==> src/rtl/core/pole_pkg.sv <==
package pole_pkg;

  localparam int CAPACITY_DEF = 64;

  localparam int OP_W    = 3;
  localparam int VALUE_W = 32;
  localparam int POS_W   = 7;
  localparam int STAT_W  = 2;
  localparam int COUNT_W = 7;
  localparam int LINK_W  = 7;

  localparam logic [LINK_W-1:0] NIL_LINK = 7'd127;

  typedef enum logic [OP_W-1:0] {
    OP_INS_FIRST = 3'd0,
    OP_INS_LAST  = 3'd1,
    OP_INS_AT    = 3'd2,
    OP_DEL_FIRST = 3'd3,
    OP_DEL_LAST  = 3'd4,
    OP_DEL_AT    = 3'd5,
    OP_DUMP      = 3'd6
  } op_t;

  typedef enum logic [STAT_W-1:0] {
    ST_OK     = 2'd0,
    ST_BADPOS = 2'd1,
    ST_FULL   = 2'd2,
    ST_EMPTY  = 2'd3
  } status_t;

  typedef enum logic [3:0] {
    S_IDLE,
    S_ALLOC,
    S_FREEHD,
    S_LOCATE,
    S_WALK,
    S_PRED,
    S_INS_WR1,
    S_INS_WR2,
    S_DEL_LNK,
    S_DEL_FREE,
    S_DUMP,
    S_RESP
  } state_t;

  typedef struct packed {
    logic              we;
    logic [LINK_W-1:0] waddr;
    logic [LINK_W-1:0] wdata;
    logic              re;
    logic [LINK_W-1:0] raddr;
  } link_port_t;

  typedef struct packed {
    logic                      we;
    logic [LINK_W-1:0]         waddr;
    logic signed [VALUE_W-1:0] wdata;
    logic                      re;
    logic [LINK_W-1:0]         raddr;
  } data_port_t;

  typedef struct packed {
    data_port_t data;
    link_port_t fwd;
    link_port_t bwd;
  } mem_req_t;

  typedef struct packed {
    logic signed [VALUE_W-1:0] data;
    logic [LINK_W-1:0]         fwd;
    logic [LINK_W-1:0]         bwd;
  } mem_rsp_t;

  typedef struct packed {
    logic [STAT_W-1:0]         status;
    logic [COUNT_W-1:0]        entry_count;
    logic signed [VALUE_W-1:0] entry_value;
    logic                      last_of_run;
  } result_t;

endpackage

==> src/rtl/core/pole_if.sv <==
interface pole_in_if
  import pole_pkg::*;
();
  logic                      valid;
  logic                      ready;
  logic [OP_W-1:0]           operation;
  logic signed [VALUE_W-1:0] value;
  logic [POS_W-1:0]          position;

  modport source (output valid, output operation, output value, output position, input ready);
  modport sink (input valid, input operation, input value, input position, output ready);
endinterface

interface pole_out_if
  import pole_pkg::*;
();
  logic                      valid;
  logic                      ready;
  logic [STAT_W-1:0]         status;
  logic [COUNT_W-1:0]        entry_count;
  logic signed [VALUE_W-1:0] entry_value;
  logic                      last_of_run;

  modport source (
    output valid, output status, output entry_count, output entry_value, output last_of_run,
    input ready
  );
  modport sink (
    input valid, input status, input entry_count, input entry_value, input last_of_run,
    output ready
  );
endinterface

==> src/rtl/core/pole_store.sv <==
module pole_store
  import pole_pkg::*;
#(
  parameter int CAPACITY = CAPACITY_DEF
) (
  input  logic     clk,
  input  mem_req_t req,
  output mem_rsp_t rsp
);

  localparam int AW = (CAPACITY > 1) ? $clog2(CAPACITY) : 1;

  logic signed [VALUE_W-1:0] data_mem_r [CAPACITY];
  logic [LINK_W-1:0]         fwd_mem_r  [CAPACITY];
  logic [LINK_W-1:0]         bwd_mem_r  [CAPACITY];

  logic signed [VALUE_W-1:0] data_rd_r;
  logic [LINK_W-1:0]         fwd_rd_r;
  logic [LINK_W-1:0]         bwd_rd_r;

  always_ff @(posedge clk) begin
    if (req.data.we) begin
      data_mem_r[req.data.waddr[AW-1:0]] <= req.data.wdata;
    end
    if (req.data.re) begin
      data_rd_r <= data_mem_r[req.data.raddr[AW-1:0]];
    end
  end

  always_ff @(posedge clk) begin
    if (req.fwd.we) begin
      fwd_mem_r[req.fwd.waddr[AW-1:0]] <= req.fwd.wdata;
    end
    if (req.fwd.re) begin
      fwd_rd_r <= fwd_mem_r[req.fwd.raddr[AW-1:0]];
    end
  end

  always_ff @(posedge clk) begin
    if (req.bwd.we) begin
      bwd_mem_r[req.bwd.waddr[AW-1:0]] <= req.bwd.wdata;
    end
    if (req.bwd.re) begin
      bwd_rd_r <= bwd_mem_r[req.bwd.raddr[AW-1:0]];
    end
  end

  assign rsp.data = data_rd_r;
  assign rsp.fwd  = fwd_rd_r;
  assign rsp.bwd  = bwd_rd_r;

endmodule

==> src/rtl/core/pole_oreg.sv <==
module pole_oreg
  import pole_pkg::*;
(
  input  logic              clk,
  input  logic              rst_n,
  input  logic              load,
  input  result_t           load_data,
  output logic              can_load,
  pole_out_if.source        out_chan
);

  logic    valid_r;
  logic    valid_nxt;
  result_t data_r;

  assign can_load = !valid_r || out_chan.ready;

  always_comb begin
    valid_nxt = valid_r;
    if (load) begin
      valid_nxt = 1'b1;
    end else if (out_chan.ready) begin
      valid_nxt = 1'b0;
    end
  end

  always_ff @(posedge clk) begin
    if (!rst_n) begin
      valid_r <= 1'b0;
    end else begin
      valid_r <= valid_nxt;
    end
  end

  always_ff @(posedge clk) begin
    if (load) begin
      data_r <= load_data;
    end
  end

  assign out_chan.valid       = valid_r;
  assign out_chan.status      = data_r.status;
  assign out_chan.entry_count = data_r.entry_count;
  assign out_chan.entry_value = data_r.entry_value;
  assign out_chan.last_of_run = data_r.last_of_run;

endmodule

==> src/rtl/core/pole_ctrl.sv <==
module pole_ctrl
  import pole_pkg::*;
#(
  parameter int CAPACITY = CAPACITY_DEF
) (
  input  logic       clk,
  input  logic       rst_n,
  pole_in_if.sink    in_chan,
  output mem_req_t   req,
  input  mem_rsp_t   rsp,
  input  logic       can_load,
  output logic       load,
  output result_t    load_data
);

  localparam int AW = (CAPACITY > 1) ? $clog2(CAPACITY) : 1;
  localparam int CW = $clog2(CAPACITY + 1);
  localparam logic [LINK_W-1:0] CAP_LINK = LINK_W'(CAPACITY);
  localparam logic [CW-1:0]     CAP_CNT  = CW'(CAPACITY);

  state_t                    state_r, state_nxt;
  status_t                   status_r, status_nxt;
  logic                      is_ins_r, is_ins_nxt;
  logic                      at_end_r, at_end_nxt;
  logic [AW-1:0]             k_r, k_nxt;
  logic [AW-1:0]             steps_r, steps_nxt;
  logic signed [VALUE_W-1:0] value_r, value_nxt;
  logic [LINK_W-1:0]         s_r, s_nxt;
  logic [LINK_W-1:0]         succ_r, succ_nxt;
  logic [LINK_W-1:0]         pred_r, pred_nxt;
  logic [LINK_W-1:0]         first_r, first_nxt;
  logic [LINK_W-1:0]         final_r, final_nxt;
  logic [LINK_W-1:0]         free_head_r, free_head_nxt;
  logic [CW-1:0]             fresh_r, fresh_nxt;
  logic [CW-1:0]             count_r, count_nxt;
  logic [CW-1:0]             dn_r, dn_nxt;

  logic                      found;
  logic [LINK_W-1:0]         tgt;
  logic [POS_W-1:0]          cnt_p;
  logic                      full;
  logic                      dump_last;

  function automatic logic is_slot(input logic [LINK_W-1:0] l);
    return l < CAP_LINK;
  endfunction

  assign in_chan.ready = (state_r == S_IDLE);
  assign cnt_p     = POS_W'(count_r);
  assign full      = (count_r == CAP_CNT);
  assign dump_last = ((dn_r + CW'(1)) == count_r);

  always_comb begin
    state_nxt     = state_r;
    status_nxt    = status_r;
    is_ins_nxt    = is_ins_r;
    at_end_nxt    = at_end_r;
    k_nxt         = k_r;
    steps_nxt     = steps_r;
    value_nxt     = value_r;
    s_nxt         = s_r;
    succ_nxt      = succ_r;
    pred_nxt      = pred_r;
    first_nxt     = first_r;
    final_nxt     = final_r;
    free_head_nxt = free_head_r;
    fresh_nxt     = fresh_r;
    count_nxt     = count_r;
    dn_nxt        = dn_r;
    req           = '0;
    load          = 1'b0;
    load_data     = '0;
    found         = 1'b0;
    tgt           = NIL_LINK;

    unique case (state_r)
      S_IDLE: begin
        if (in_chan.valid) begin
          value_nxt  = in_chan.value;
          status_nxt = ST_OK;
          k_nxt      = '0;
          at_end_nxt = 1'b0;
          unique case (op_t'(in_chan.operation))
            OP_INS_FIRST: begin
              is_ins_nxt = 1'b1;
              at_end_nxt = (count_r == '0);
              if (full) begin
                status_nxt = ST_FULL;
                state_nxt  = S_RESP;
              end else begin
                state_nxt = S_ALLOC;
              end
            end
            OP_INS_LAST: begin
              is_ins_nxt = 1'b1;
              at_end_nxt = 1'b1;
              if (full) begin
                status_nxt = ST_FULL;
                state_nxt  = S_RESP;
              end else begin
                state_nxt = S_ALLOC;
              end
            end
            OP_INS_AT: begin
              is_ins_nxt = 1'b1;
              k_nxt      = AW'(in_chan.position - POS_W'(1));
              at_end_nxt = (in_chan.position == cnt_p + POS_W'(1));
              if (in_chan.position == '0 || in_chan.position > cnt_p + POS_W'(1)) begin
                status_nxt = ST_BADPOS;
                state_nxt  = S_RESP;
              end else if (full) begin
                status_nxt = ST_FULL;
                state_nxt  = S_RESP;
              end else begin
                state_nxt = S_ALLOC;
              end
            end
            OP_DEL_FIRST: begin
              is_ins_nxt = 1'b0;
              at_end_nxt = (count_r == CW'(1));
              if (count_r == '0) begin
                status_nxt = ST_EMPTY;
                state_nxt  = S_RESP;
              end else begin
                state_nxt = S_LOCATE;
              end
            end
            OP_DEL_LAST: begin
              is_ins_nxt = 1'b0;
              at_end_nxt = 1'b1;
              if (count_r == '0) begin
                status_nxt = ST_EMPTY;
                state_nxt  = S_RESP;
              end else begin
                state_nxt = S_LOCATE;
              end
            end
            OP_DEL_AT: begin
              is_ins_nxt = 1'b0;
              k_nxt      = AW'(in_chan.position - POS_W'(1));
              at_end_nxt = (in_chan.position == cnt_p);
              if (in_chan.position == '0 || in_chan.position > cnt_p) begin
                status_nxt = ST_BADPOS;
                state_nxt  = S_RESP;
              end else begin
                state_nxt = S_LOCATE;
              end
            end
            OP_DUMP: begin
              if (count_r == '0) begin
                status_nxt = ST_EMPTY;
                state_nxt  = S_RESP;
              end else begin
                req.data.re    = 1'b1;
                req.data.raddr = first_r;
                req.fwd.re     = 1'b1;
                req.fwd.raddr  = first_r;
                dn_nxt         = '0;
                state_nxt      = S_DUMP;
              end
            end
            default: begin
              state_nxt = S_RESP;
            end
          endcase
        end
      end

      S_ALLOC: begin
        if (is_slot(free_head_r)) begin
          req.fwd.re    = 1'b1;
          req.fwd.raddr = free_head_r;
          s_nxt         = free_head_r;
          state_nxt     = S_FREEHD;
        end else begin
          s_nxt     = LINK_W'(fresh_r);
          fresh_nxt = fresh_r + CW'(1);
          state_nxt = S_LOCATE;
        end
      end

      S_FREEHD: begin
        free_head_nxt = rsp.fwd;
        state_nxt     = S_LOCATE;
      end

      S_LOCATE: begin
        if (at_end_r) begin
          found = 1'b1;
          tgt   = is_ins_r ? NIL_LINK : final_r;
        end else if (k_r == '0) begin
          found = 1'b1;
          tgt   = first_r;
        end else begin
          req.fwd.re    = 1'b1;
          req.fwd.raddr = first_r;
          steps_nxt     = k_r - AW'(1);
          state_nxt     = S_WALK;
        end
      end

      S_WALK: begin
        if (steps_r == '0) begin
          found = 1'b1;
          tgt   = rsp.fwd;
        end else begin
          req.fwd.re    = 1'b1;
          req.fwd.raddr = rsp.fwd;
          steps_nxt     = steps_r - AW'(1);
        end
      end

      S_PRED: begin
        pred_nxt  = rsp.bwd;
        state_nxt = S_INS_WR1;
      end

      S_INS_WR1: begin
        req.data.we    = 1'b1;
        req.data.waddr = s_r;
        req.data.wdata = value_r;
        req.fwd.we     = 1'b1;
        req.fwd.waddr  = s_r;
        req.fwd.wdata  = succ_r;
        req.bwd.we     = 1'b1;
        req.bwd.waddr  = s_r;
        req.bwd.wdata  = pred_r;
        state_nxt      = S_INS_WR2;
      end

      S_INS_WR2: begin
        if (is_slot(pred_r)) begin
          req.fwd.we    = 1'b1;
          req.fwd.waddr = pred_r;
          req.fwd.wdata = s_r;
        end else begin
          first_nxt = s_r;
        end
        if (is_slot(succ_r)) begin
          req.bwd.we    = 1'b1;
          req.bwd.waddr = succ_r;
          req.bwd.wdata = s_r;
        end else begin
          final_nxt = s_r;
        end
        count_nxt = count_r + CW'(1);
        state_nxt = S_RESP;
      end

      S_DEL_LNK: begin
        if (is_slot(rsp.bwd)) begin
          req.fwd.we    = 1'b1;
          req.fwd.waddr = rsp.bwd;
          req.fwd.wdata = rsp.fwd;
        end else begin
          first_nxt = rsp.fwd;
        end
        if (is_slot(rsp.fwd)) begin
          req.bwd.we    = 1'b1;
          req.bwd.waddr = rsp.fwd;
          req.bwd.wdata = rsp.bwd;
        end else begin
          final_nxt = rsp.bwd;
        end
        state_nxt = S_DEL_FREE;
      end

      S_DEL_FREE: begin
        req.fwd.we    = 1'b1;
        req.fwd.waddr = s_r;
        req.fwd.wdata = free_head_r;
        free_head_nxt = s_r;
        count_nxt     = count_r - CW'(1);
        state_nxt     = S_RESP;
      end

      S_DUMP: begin
        if (can_load) begin
          load                  = 1'b1;
          load_data.status      = ST_OK;
          load_data.entry_count = COUNT_W'(count_r);
          load_data.entry_value = rsp.data;
          load_data.last_of_run = dump_last;
          if (dump_last) begin
            state_nxt = S_IDLE;
          end else begin
            req.data.re    = 1'b1;
            req.data.raddr = rsp.fwd;
            req.fwd.re     = 1'b1;
            req.fwd.raddr  = rsp.fwd;
            dn_nxt         = dn_r + CW'(1);
          end
        end
      end

      S_RESP: begin
        if (can_load) begin
          load                  = 1'b1;
          load_data.status      = status_r;
          load_data.entry_count = COUNT_W'(count_r);
          load_data.entry_value = '0;
          load_data.last_of_run = 1'b1;
          state_nxt             = S_IDLE;
        end
      end

      default: begin
        state_nxt = S_IDLE;
      end
    endcase

    if (found) begin
      if (is_ins_r) begin
        succ_nxt = tgt;
        if (is_slot(tgt)) begin
          req.bwd.re    = 1'b1;
          req.bwd.raddr = tgt;
          state_nxt     = S_PRED;
        end else begin
          pred_nxt  = final_r;
          state_nxt = S_INS_WR1;
        end
      end else begin
        s_nxt         = tgt;
        req.fwd.re    = 1'b1;
        req.fwd.raddr = tgt;
        req.bwd.re    = 1'b1;
        req.bwd.raddr = tgt;
        state_nxt     = S_DEL_LNK;
      end
    end
  end

  always_ff @(posedge clk) begin
    if (!rst_n) begin
      state_r     <= S_IDLE;
      first_r     <= NIL_LINK;
      final_r     <= NIL_LINK;
      free_head_r <= NIL_LINK;
      fresh_r     <= '0;
      count_r     <= '0;
    end else begin
      state_r     <= state_nxt;
      first_r     <= first_nxt;
      final_r     <= final_nxt;
      free_head_r <= free_head_nxt;
      fresh_r     <= fresh_nxt;
      count_r     <= count_nxt;
    end
  end

  always_ff @(posedge clk) begin
    status_r <= status_nxt;
    is_ins_r <= is_ins_nxt;
    at_end_r <= at_end_nxt;
    k_r      <= k_nxt;
    steps_r  <= steps_nxt;
    value_r  <= value_nxt;
    s_r      <= s_nxt;
    succ_r   <= succ_nxt;
    pred_r   <= pred_nxt;
    dn_r     <= dn_nxt;
  end

endmodule

==> src/rtl/core/positional_ordered_list_engine.sv <==
// An insert or a delete at list index k walks the forward link memory, one read per cycle;
// an insert into a freed slot first reads the free-list head, and an append or a delete of
// the last entry needs no walk. A dump, or an item that needs no list change, gives its first
// result from S_DUMP or S_RESP once the output register can take it; a dump then gives one
// entry per cycle while the output does not stall. The next transfer is taken once the last
// result is loaded. Reset empties the list at once; unused slots come from a fill count.
module positional_ordered_list_engine
  import pole_pkg::*;
#(
  parameter int CAPACITY = CAPACITY_DEF
) (
  input  logic        clk,
  input  logic        rst_n,
  pole_in_if.sink     in_chan,
  pole_out_if.source  out_chan
);

  mem_req_t req;
  mem_rsp_t rsp;
  logic     can_load;
  logic     load;
  result_t  load_data;

  pole_ctrl #(
    .CAPACITY (CAPACITY)
  ) u_ctrl (
    .clk       (clk),
    .rst_n     (rst_n),
    .in_chan   (in_chan),
    .req       (req),
    .rsp       (rsp),
    .can_load  (can_load),
    .load      (load),
    .load_data (load_data)
  );

  pole_store #(
    .CAPACITY (CAPACITY)
  ) u_store (
    .clk (clk),
    .req (req),
    .rsp (rsp)
  );

  pole_oreg u_oreg (
    .clk       (clk),
    .rst_n     (rst_n),
    .load      (load),
    .load_data (load_data),
    .can_load  (can_load),
    .out_chan  (out_chan)
  );

endmodule

==> src/flat_wrapper.sv <==
// flat-port wrapper written by rule: the top's interface ports become plain ports
module positional_ordered_list_engine_flat import pole_pkg::*;
#(
  parameter int CAPACITY = CAPACITY_DEF
)
  (clk, rst_n, in_chan_valid, in_chan_operation, in_chan_value, in_chan_position, in_chan_ready, out_chan_valid, out_chan_status, out_chan_entry_count, out_chan_entry_value, out_chan_last_of_run, out_chan_ready);
  pole_in_if in_chan_i ();
  pole_out_if out_chan_i ();
  input  logic clk;
  input  logic rst_n;
  input wire logic [$bits(in_chan_i.valid)-1:0] in_chan_valid;
  input wire logic [$bits(in_chan_i.operation)-1:0] in_chan_operation;
  input wire logic [$bits(in_chan_i.value)-1:0] in_chan_value;
  input wire logic [$bits(in_chan_i.position)-1:0] in_chan_position;
  output wire logic [$bits(in_chan_i.ready)-1:0] in_chan_ready;
  output wire logic [$bits(out_chan_i.valid)-1:0] out_chan_valid;
  output wire logic [$bits(out_chan_i.status)-1:0] out_chan_status;
  output wire logic [$bits(out_chan_i.entry_count)-1:0] out_chan_entry_count;
  output wire logic [$bits(out_chan_i.entry_value)-1:0] out_chan_entry_value;
  output wire logic [$bits(out_chan_i.last_of_run)-1:0] out_chan_last_of_run;
  input wire logic [$bits(out_chan_i.ready)-1:0] out_chan_ready;
  assign in_chan_i.valid = in_chan_valid;
  assign in_chan_i.operation = in_chan_operation;
  assign in_chan_i.value = in_chan_value;
  assign in_chan_i.position = in_chan_position;
  assign in_chan_ready = in_chan_i.ready;
  assign out_chan_valid = out_chan_i.valid;
  assign out_chan_status = out_chan_i.status;
  assign out_chan_entry_count = out_chan_i.entry_count;
  assign out_chan_entry_value = out_chan_i.entry_value;
  assign out_chan_last_of_run = out_chan_i.last_of_run;
  assign out_chan_i.ready = out_chan_ready;
  positional_ordered_list_engine #(.CAPACITY(CAPACITY)) u_core (.clk(clk), .rst_n(rst_n), .in_chan(in_chan_i), .out_chan(out_chan_i));
endmodule
==> config.mk <==
export PLATFORM = sky130hd
export DESIGN_NAME = positional_ordered_list_engine_flat
export DESIGN_NICKNAME = d
export VERILOG_FILES = /design/src/rtl/core/pole_pkg.sv /design/src/rtl/core/pole_if.sv /design/src/rtl/core/pole_store.sv /design/src/rtl/core/pole_oreg.sv /design/src/rtl/core/pole_ctrl.sv /design/src/rtl/core/positional_ordered_list_engine.sv /design/src/flat_wrapper.sv
export SDC_FILE = /design/constraint.sdc
export NUM_CORES = 2
export LEC_CHECK = 0
export BUFFER_PORTS_ARGS = -buffer_cell sky130_fd_sc_hd__buf_2
export CAP_MARGIN = 10
export CORE_MARGIN = 5
export CORE_UTILIZATION = 40
export DETAILED_ROUTE_END_ITERATION = 16
export GPL_TIMING_DRIVEN = 0
export PLACE_DENSITY = 0.61
export SLEW_MARGIN = 20
export SYNTH_ARGS = -nofsm -noshare
export SYNTH_HDL_FRONTEND = slang
export SYNTH_HIERARCHICAL = 1
export SYNTH_SLANG_ARGS = --single-unit
==> constraint.sdc <==
create_clock -name clk -period 6 [get_ports clk]
set_input_delay 1.5 -clock clk [delete_from_list [all_inputs] [get_ports clk]]
set_output_delay 1.5 -clock clk [all_outputs]
set_load 0.02 [all_outputs]
== Word level (Yosys, flattened, before mapping) ==
Memories as Yosys holds them, arrays and structs flattened. A register that Yosys moved wholly into a read port is not among the register bits.
Cells that the tools add are included.

* Register bits after elaboration: 158
* Bits in latches: 0
* RAM bits: 2944
* Memory bits (read-only): 0
* Bits of input ports: 46
* Output and inout bits: 44
* Memories: 3

* $add $sub $neg: 7
* Multiply operators: 0
* Div/mod/pow operators: 0
* $lt $le $gt $ge: 8
* Eq/ne operators: 41
* Shifts and indexed selects: 0
* Multiplexer cells: 95
* Bitwise operators: 1
* Reductions and logical operators: 35

{| class="wikitable"
|+ Memories
! name !! depth !! width !! rd ports !! clocked after Yosys merged registers in !! wr ports !! line !! RTL
|-
| u_core.u_store.data_mem_r || 64 || 32 || 1 || 1 || 1 || pole_store.sv:13 || <nowiki>logic signed [VALUE_W-1:0] data_mem_r [CAPACITY];</nowiki>
|-
| u_core.u_store.bwd_mem_r || 64 || 7 || 1 || 1 || 1 || pole_store.sv:15 || <nowiki>logic [LINK_W-1:0] bwd_mem_r [CAPACITY];</nowiki>
|-
| u_core.u_store.fwd_mem_r || 64 || 7 || 1 || 1 || 1 || pole_store.sv:14 || <nowiki>logic [LINK_W-1:0] fwd_mem_r [CAPACITY];</nowiki>
|}

{| class="wikitable"
|+ Operator list
! operator !! number
|-
| $mux 7 || 21
|-
| $mux 8 || 14
|-
| $pmux 42 s2 || 1
|-
| $pmux 7 s2 || 6
|-
| $mux 40 || 2
|-
| $mux 15 || 4
|-
| $pmux 15 s4 || 1
|-
| $mux 4 || 12
|-
| $pmux 15 s3 || 1
|-
| $pmux 4 s11 || 1
|-
| $lt 7x7->1 const B || 6
|-
| $mux 42 || 1
|-
| $pmux 8 s5 || 1
|-
| $ne 2x2->1 const B || 11
|-
| $add 7x1->7 const B || 3
|-
| $eq 7x7->1 || 3
|-
| $pmux 4 s5 || 1
|-
| $mux 6 || 3
|-
| $sub 6x1->6 const B || 3
|-
| $eq 4x3->1 const B || 4
|-
| $eq 4x4->1 const B || 4
|-
| $mux 1 || 16
|-
| $pmux 8 s2 || 1
|-
| $gt 7x7->1 || 2
|-
| 31 further kinds || 65
|}

== Logic depth before layout (Yosys ltp) ==
* Depth after elaboration: 8
* Mapped depth: 17
* Mapped depth without buffers: 13

== By module ==
Netlist, hierarchy kept.

{| class="wikitable"
|+ By module, submodules not included
! module !! times used !! cells an instance !! area an instance (um^2)
|-
| pole_store || 1 || 5028 || 113714.1
|-
| pole_ctrl || 1 || 816 || 7190.6
|-
| pole_oreg || 1 || 46 || 1310.0
|}

== Least setup slack after synthesis ==
OpenSTA, ideal clock, no wires.

* Kind: input port to flip-flop
* From: input port in_chan_operation[0]
* To: register u_core.u_store.fwd_rd_r[1] (read register of u_core.u_store.fwd_mem_r), data pin
* Library setup time: 0.257 ns
* Arrival time: 4.544 ns
* Setup slack: 1.199 ns
* Stages: 14
* Cell sequence: clkbuf_1 > nor2b_1 > nand2_1 > nor3_1 > a21o_1 > a22oi_1 > o211ai_1 > buf_2 > buf_2 > buf_2 > mux4_2 > o221ai_1 > o21ai_0 > a32o_1

{| class="wikitable"
|+ RTL lines
! element !! line !! RTL
|-
| start, declared || flat_wrapper.sv:12 || <nowiki>input wire logic [$bits(in_chan_i.operation)-1:0] in_chan_operation;</nowiki>
|-
| end, declared || pole_store.sv:18 || <nowiki>logic [LINK_W-1:0] fwd_rd_r;</nowiki>
|}

==> results.md <==
* Status: complete, no violations
* Syn nets at a little under 6k
* Synth Cell Area at between 0.1 and 0.15 mm2
* Pwr per Cell Area at about 370 mW/mm2
* Synth Area per Inst at around 21 um2
* Final net count at 6,537
* Clk pin slew, worst setup/hold paths at about 0.06 ns
* Period Utilization, post-route at between 90 and 100%
* Drt pass-1 iters at 7
* Final setup fails at 0
* Num rows at roughly 200
* Max Clock Skew at 0.0765 ns
* Hold Path Class: reg -> reg
* Most common cell after layout, fill and taps aside: edfxtp_1
* MaxCap Viol Count at 0
* RePlAce Congestion at roughly 0.9
* Depth of the CTS H-tree at 5
* Final worst slack at approximately 0.021 ns
* DRT Wirelength at about 360,000 um
* Critical Path RT at approximately 6.6 ns
* Fin. Hold Viols at 0
* Ratio of cells with drive above 1 in the final layout at between 20% and 30%
* Via count at about 65k
* DR vias/cell at approximately 6
* Crit start category: primary input
* Core ar. at just over 0.3 mm2
* Reg2reg setup slack at 0.09 ns
* I/O pins at 90
* Gate count of the mapped netlist at ~5.9k
* DIE HEIGHT at 563 um
* Port Buffers at between 80 and 90
* TritonCTS clock tree: built
* Synth warnings at 6
* Highest-count cells in the layout ignoring fill and taps: edfxtp_1 (3,094), mux4_2 (723), clkbuf_16 (333)
* Leakage power at ~42 nW
* Worst Path Arrival at roughly 6.6 ns
* Clk buf depth at 4
* Worst rel slew slack at between 20% and 30%
* Min Tclk post-route at 5.98 ns
* Num CTS Buffers at between 300 and 400
* # fillers at about 25k
* Worst ir drop on vdd at ~0.00029 V
* Worst-skew pair later-pin latency at roughly 0.91 ns
* Initial antenna violation count at 15
* P&R area growth vs syn at 16.8%
* Hold_ws at approximately 0.52 ns
* CTS Sinks at about 3.1k
* Die footprint at 0.317 mm2
* All-Layer GR Usage at between 20 and 25%
* Largest net degree at the start of global routing at between 60 and 70
* Routed length per instance at ~33 um
* Die width at approximately 560 um
* Max Freq at 167 MHz
* Post-DP HPWL at around 240,000 um
* Vias in the first global route at 64.0k
* Root Buffer: clkbuf_16
* GRT Residual Overflow at 0
* CP Capture Type: flop
* Crit-path max FO at 10
* Residual DRC at 0
* Starting Density at 40.1%
* ANT nets after route at 0
* First-pass GRT wire length at a little under 500,000 um
* Hold-fix buffers, CTS at 0
* Max-slew violation count at 0
* Starting DRC count in detailed routing at 9,193
* Crit path kind: in -> reg
* Worst slew pin tran at 1.18 ns
* Pre-CTS setup slack at -1.71 ns
==> final timing paths <==
check | from | endpoint | cells past startpoint
min reg2reg | u_core/u_ctrl/free_head_r[5] | u_core/u_ctrl/free_head_r[5] | 2
max | out_chan_ready | u_core/u_store/data_rd_r[20] | 14
max reg2reg | u_core/u_ctrl/state_r[0] | u_core/u_store/data_mem_r[15][29] | 9
min | u_core/u_ctrl/free_head_r[5] | u_core/u_ctrl/free_head_r[5] | 2
==> state kept, by name (all words and copies together), names as in the netlist, 2 cells and up <==
register,cells
u_core/u_store/bwd_rd_r,7
u_core/u_store/data_mem_r,2048
u_core/u_ctrl/cnt_p,7
u_core/u_ctrl/first_r,7
u_core/u_ctrl/steps_r,6
u_core/u_ctrl/k_r,6
u_core/u_oreg/out_chan.status,2
u_core/u_ctrl/final_r,7
u_core/u_ctrl/dn_r,7
u_core/u_ctrl/value_r,32
u_core/u_ctrl/state_r,4
u_core/u_store/bwd_mem_r,448
u_core/u_ctrl/status_r,2
u_core/u_ctrl/free_head_r,7
u_core/u_oreg/out_chan.entry_value,32
u_core/u_ctrl/s_r,7
u_core/u_ctrl/pred_r,7
u_core/u_ctrl/fresh_r,7
u_core/u_store/data_rd_r,32
u_core/u_store/fwd_mem_r,448
u_core/u_oreg/out_chan.entry_count,7
u_core/u_ctrl/succ_r,7
u_core/u_store/fwd_rd_r,7
==> worst max-delay path: stages <==
cell	delay, ns
buf_2	0.08
nand2b_4	0.21
and3_2	0.53
o311a_1	0.30
clkbuf_1	0.42
a22o_1	0.31
buf_4	0.31
buf_2	0.47
clkdlybuf4s15_1	0.95
mux4_2	0.44
o22ai_1	0.60
nor2_1	0.12
nand2_1	0.14
a21oi_1	0.15
==> power by group <==
part | switching (W) | leakage, nW | total [W] | internal (W)
combinational | 0.00498 | 9.66 | 0.00764 | 0.00266
sequential | 0.000353 | 27.0 | 0.0253 | 0.0249
clock | 0.00848 | 5.10 | 0.0199 | 0.0114
==> area by class of cell <==
| type | instances | area, um2 | area share (%) |
|---|---|---|---|
| Clock inverter | 193 | 1860 | 1.30 |
| Buffer | 326 | 1630 | 1.14 |
| Tap cell | 4100 | 5130 | 3.60 |
| Clock buffer | 401 | 8590 | 6.02 |
| Antenna cell | 12 | 30.0 | 0.0211 |
| Multi-Input combinational cell | 2368 | 27300 | 19.1 |
| Inverter | 42 | 159 | 0.111 |
| Sequential cell | 3148 | 94000 | 65.9 |
| Timing Repair Buffer | 253 | 3990 | 2.80 |
==> metal layers <==
metal  up-vias  wire length [um]  global-route usage (%)
met5         -                 0                       0
met4         0             16400                    8.57
met3       701             34500                    4.02
met2      3743            171000                    35.9
met1     34500            133000                    29.7
li1      25900                 -                       -
==> through the flow <==
stage / std cells / total power, W / instance area [um2] / setup TNS (ns) / utilization (%)
after floorplan: 5885 / 0.0300 / 122000 / 0 / -
after global placement: 10100 / 0.0331 / 128000 / -4261.10 / 41.9
after detailed placement: 10200 / 0.0333 / 132000 / -51.31 / 43.3
after CTS: 10800 / 0.0531 / 143000 / 0 / 46.7
after global routing: 10800 / 0.0544 / 143000 / -0.0113 / 46.8
final: 10800 / 0.0528 / 143000 / 0 / 46.8
==> what timing repair did <==
item | CTS | global route
hold endpoints to repair | 0 | 0
pin swaps | 0 | 1
endpoints found under the setup margin | 39 | 27
cloned | 0 | 0
setup buffers | 0 | 3
gates resized for setup | 4 | 23
(Power assumes the default switching activity.)
